`config.mk`:
```
export PLATFORM = sky130hd
export DESIGN_NAME = plrt_ram
export DESIGN_NICKNAME = d
export VERILOG_FILES = /design/src/plrt_ram.sv
export SDC_FILE = /design/constraint.sdc
export NUM_CORES = 1
export LEC_CHECK = 0
export ABC_AREA = 1
export BUFFER_PORTS_ARGS = -buffer_cell sky130_fd_sc_hd__buf_2
export CORE_MARGIN = 3
export CORE_UTILIZATION = 40
export DETAILED_ROUTE_END_ITERATION = 8
export GPL_ROUTABILITY_DRIVEN = 0
export PLACE_DENSITY = 0.55
export SYNTH_ARGS = -nofsm -noshare
export SYNTH_HDL_FRONTEND = slang
export SYNTH_SLANG_ARGS = --single-unit
export TNS_END_PERCENT = 1
```
`constraint.sdc`:
```
create_clock -name i_clk -period 2.4 [get_ports i_clk]
set_input_delay 0.12 -clock i_clk [delete_from_list [all_inputs] [get_ports i_clk]]
set_output_delay 0.12 -clock i_clk [all_outputs]
set_load 0.01 [all_outputs]
```
`src/plrt_ram.sv`:
```
// plrt_ram: generic single write port, single read port ram with registered read
// no package dependencies
module plrt_ram #(
    parameter int WIDTH = 8,
    parameter int DEPTH = 16
) (
    input  logic                                      i_clk,
    input  logic                                      i_wr_en,
    input  logic [((DEPTH > 1) ? $clog2(DEPTH) : 1)-1:0] i_wr_addr,
    input  logic [WIDTH-1:0]                          i_wr_data,
    input  logic                                      i_rd_en,
    input  logic [((DEPTH > 1) ? $clog2(DEPTH) : 1)-1:0] i_rd_addr,
    output logic [WIDTH-1:0]                          o_rd_data
);

    logic [WIDTH-1:0] r_mem [DEPTH];
    logic [WIDTH-1:0] r_rd_data;

    always_ff @(posedge i_clk) begin
        if (i_wr_en) begin
            r_mem[i_wr_addr] <= i_wr_data;
        end
        if (i_rd_en) begin
            r_rd_data <= r_mem[i_rd_addr];
        end
    end

    assign o_rd_data = r_rd_data;

endmodule

```
==> flow_summary.ini <==
[status]
outcome = complete, no violations

[setup_path]
r2r_cells = 6
regToRegEndpoint = o_rd_data[2]
r2r_slack_ps = 1240
cp.required_ps = 2570
cp-end-kind = flip-flop
criticalPathCategory = in2reg
crit_fanout = 33
startpoint_type = input pin
reg2reg_from = r_mem[5][2]
arrival_ps = 1590

[cts]
clk_pin_slew_worst_paths_ps = 50
clockRootBuffer = clkbuf_16
cts_resized = 0
numCtsBuffers = 17
cts_tree = done
insertion_delay_ps = 420
cts_sinks = 136
post_cts_buffers = 0
hold_buffers = 0
h-tree-depth = 4
cts_max_path_buffers = 2

[run]
cap_violations = 0

[sta]
relSlewSlack_pct = 46.29
tns_ps = 0
fin_crit_sh_pct = 59.34
slew_viol_final = 0
hold_viol_final = 0
clock_skew_ps = 9.410
period_needed_ps = 1424
setup_slack_ps = 975.9
rsz0062_at_grt = no
setup_violations = 0
worst_pin_slew_ps = 802.7
max_freq_ghz = 0.7022

[yosys]
synthAdderAreaFrac_pct = 0
syn_avg_cell_area_sq_um = 10.61
ys_ff_latch = 136
synthCells = 551
ys.flop_type = edfxtp_1
synth_xor_area_share_pct = 0
synth_top_family_by_area = simple AND/OR/NAND/NOR gates
synth_most_common_cell = nand2_1
synth_top_area_cell = edfxtp_1
syn-num-nets = 570
ys_warn_count = 0
async_flop_share_pct = 0
yosys.area_share.simple_pct = 20.76
synth-seq-area-share_pct = 69.85
yosysTopAreaCellShare_pct = 69.85
yosysUniqueCellTypes = 11
synth-edff-count = 136
synth_mux_area_share_pct = 0
synthTopCellsByCount = nand2_1, edfxtp_1, inv_1
synth.area.top_cells = edfxtp_1, nand2_1, nand3_1
syn-cell-area_sq_um = 5847
synth_compound_area_share_pct = 0

[placed_design]
port_buffers = 26
dp_slack_ps = 551.7
dp_hpwl_um = 8439

[drt]
met3_length_um = 768
wl_met1_um = 6195
dr_wl_met2_um = 5957
wl_per_cell_um = 17.25
drt_iter0_markers = 354
wirelength_um = 13210
vias = 3727
drc = 0
ant_nets = 0
drtPass1Iterations = 5
vias_per_cell = 4.866
top_layer_used = met4

[floorplanning]
die_w_um = 126.9
initial_core_util_pct = 41.48
io_pins = 27
rows = 43
die_y_um = 126.9
core_area_sq_um = 14100
die_area_sq_um = 16100

[min_path]
hold_end = o_rd_data[7]
hold_path.class = in2reg
hold_start = i_rd_en
hold_depth = 1

[layout]
final_nets = 595
drive_above_1_share_pct = 8.874
multi_input_area_sq_um = 1214
finish.utilization_pct = 46.57
area_growth_pct = 12.28
n_fill_cell = 1311
ff_latch_area_sq_um = 4084
diodes = 0

[global_routing]
grt_pass1_vias = 3608
grt_usage_pct = 17.59
grt-ovfl-total = 0
grt_max_degree = 65
antenna_found_initial = 0
grt_pass1_wl_um = 20860

[pwr]
p_leak_nw = 2.793
powerDensity_nw_per_um2 = 800.1
peakVddDrop_mv = 0.4267
## critical path: stages
cell and delay (ps):
buf_2 510, inv_2 430, nand3_1 180, nand3_1 150, nand3_1 120, nand2_1 60
## area by class of cell
cell class / instances / area share (%)
tap: 180 / 3.431
multi-input combinational: 289 / 18.49
inverter: 102 / 5.832
clock inverter: 8 / 0.8957
sequential: 136 / 62.21
timing repair buffer: 30 / 2.439
clock buffer: 21 / 6.709
## stage by stage
stage	power, mW	hold slack (ps)	std cells	cell area, sq um
2_1_floorplan	2.931	218.9	551	5847
3_3_place_gp	3.059	488.4	737	6066
3_5_place_dp	3.060	485.4	737	6066
4_1_cts	5.295	43.62	766	6565
5_1_grt	5.457	54.99	766	6565
6_report	5.253	64.14	766	6565
## logic make-up after synthesis
logic type,after synthesis
flip-flops,136
AND/OR/NAND/NOR,289
buffers and inverters,126
## flip-flops by register name (all words and copies together), names as in the netlist
register	cells
o_rd_data	8
r_mem	128
## per-layer routing
| metal | track usage (%) | up-vias |
|---|---|---|
| li1 | - | 1824 |
| met3 | 4.421 | 24 |
| met5 | 0 | - |
| met4 | 7.697 | 0 |
| met2 | 25.09 | 121 |
| met1 | 25.51 | 1758 |
## placed cells by master (no fill, tap or decap)
cell       count
buf_2         26
buf_4          4
bufinv_16      1
clkbuf_1       4
clkbuf_16     17
clkinv_1       5
clkinv_2       2
edfxtp_1     136
inv_1        100
inv_2          2
nand2_1      173
nand3_1       97
nand3b_1       2
nor2_1        17
## power breakdown
group	switching, mW	total, mW	internal (mW)
Clock	0.865	2.24	1.38
Combinational	0.230	0.313	0.0827
Sequential	0.0163	2.70	2.68
Total	1.11	5.25	4.14
## how the worst max path moves through the flow
stage	from	to	slack (ps)	depth (start not counted)
after floorplan	i_wr_addr[2]	r_mem[10][0]	1330	2
after global placement	i_rd_addr[1]	o_rd_data[2]	560	6
after detailed placement	i_rd_addr[1]	o_rd_data[2]	550	6
after CTS	i_rd_addr[1]	o_rd_data[2]	980	6
after global routing	i_rd_addr[1]	o_rd_data[2]	800	6
final	i_rd_addr[1]	o_rd_data[2]	980	6
(Power assumes the default switching activity.)
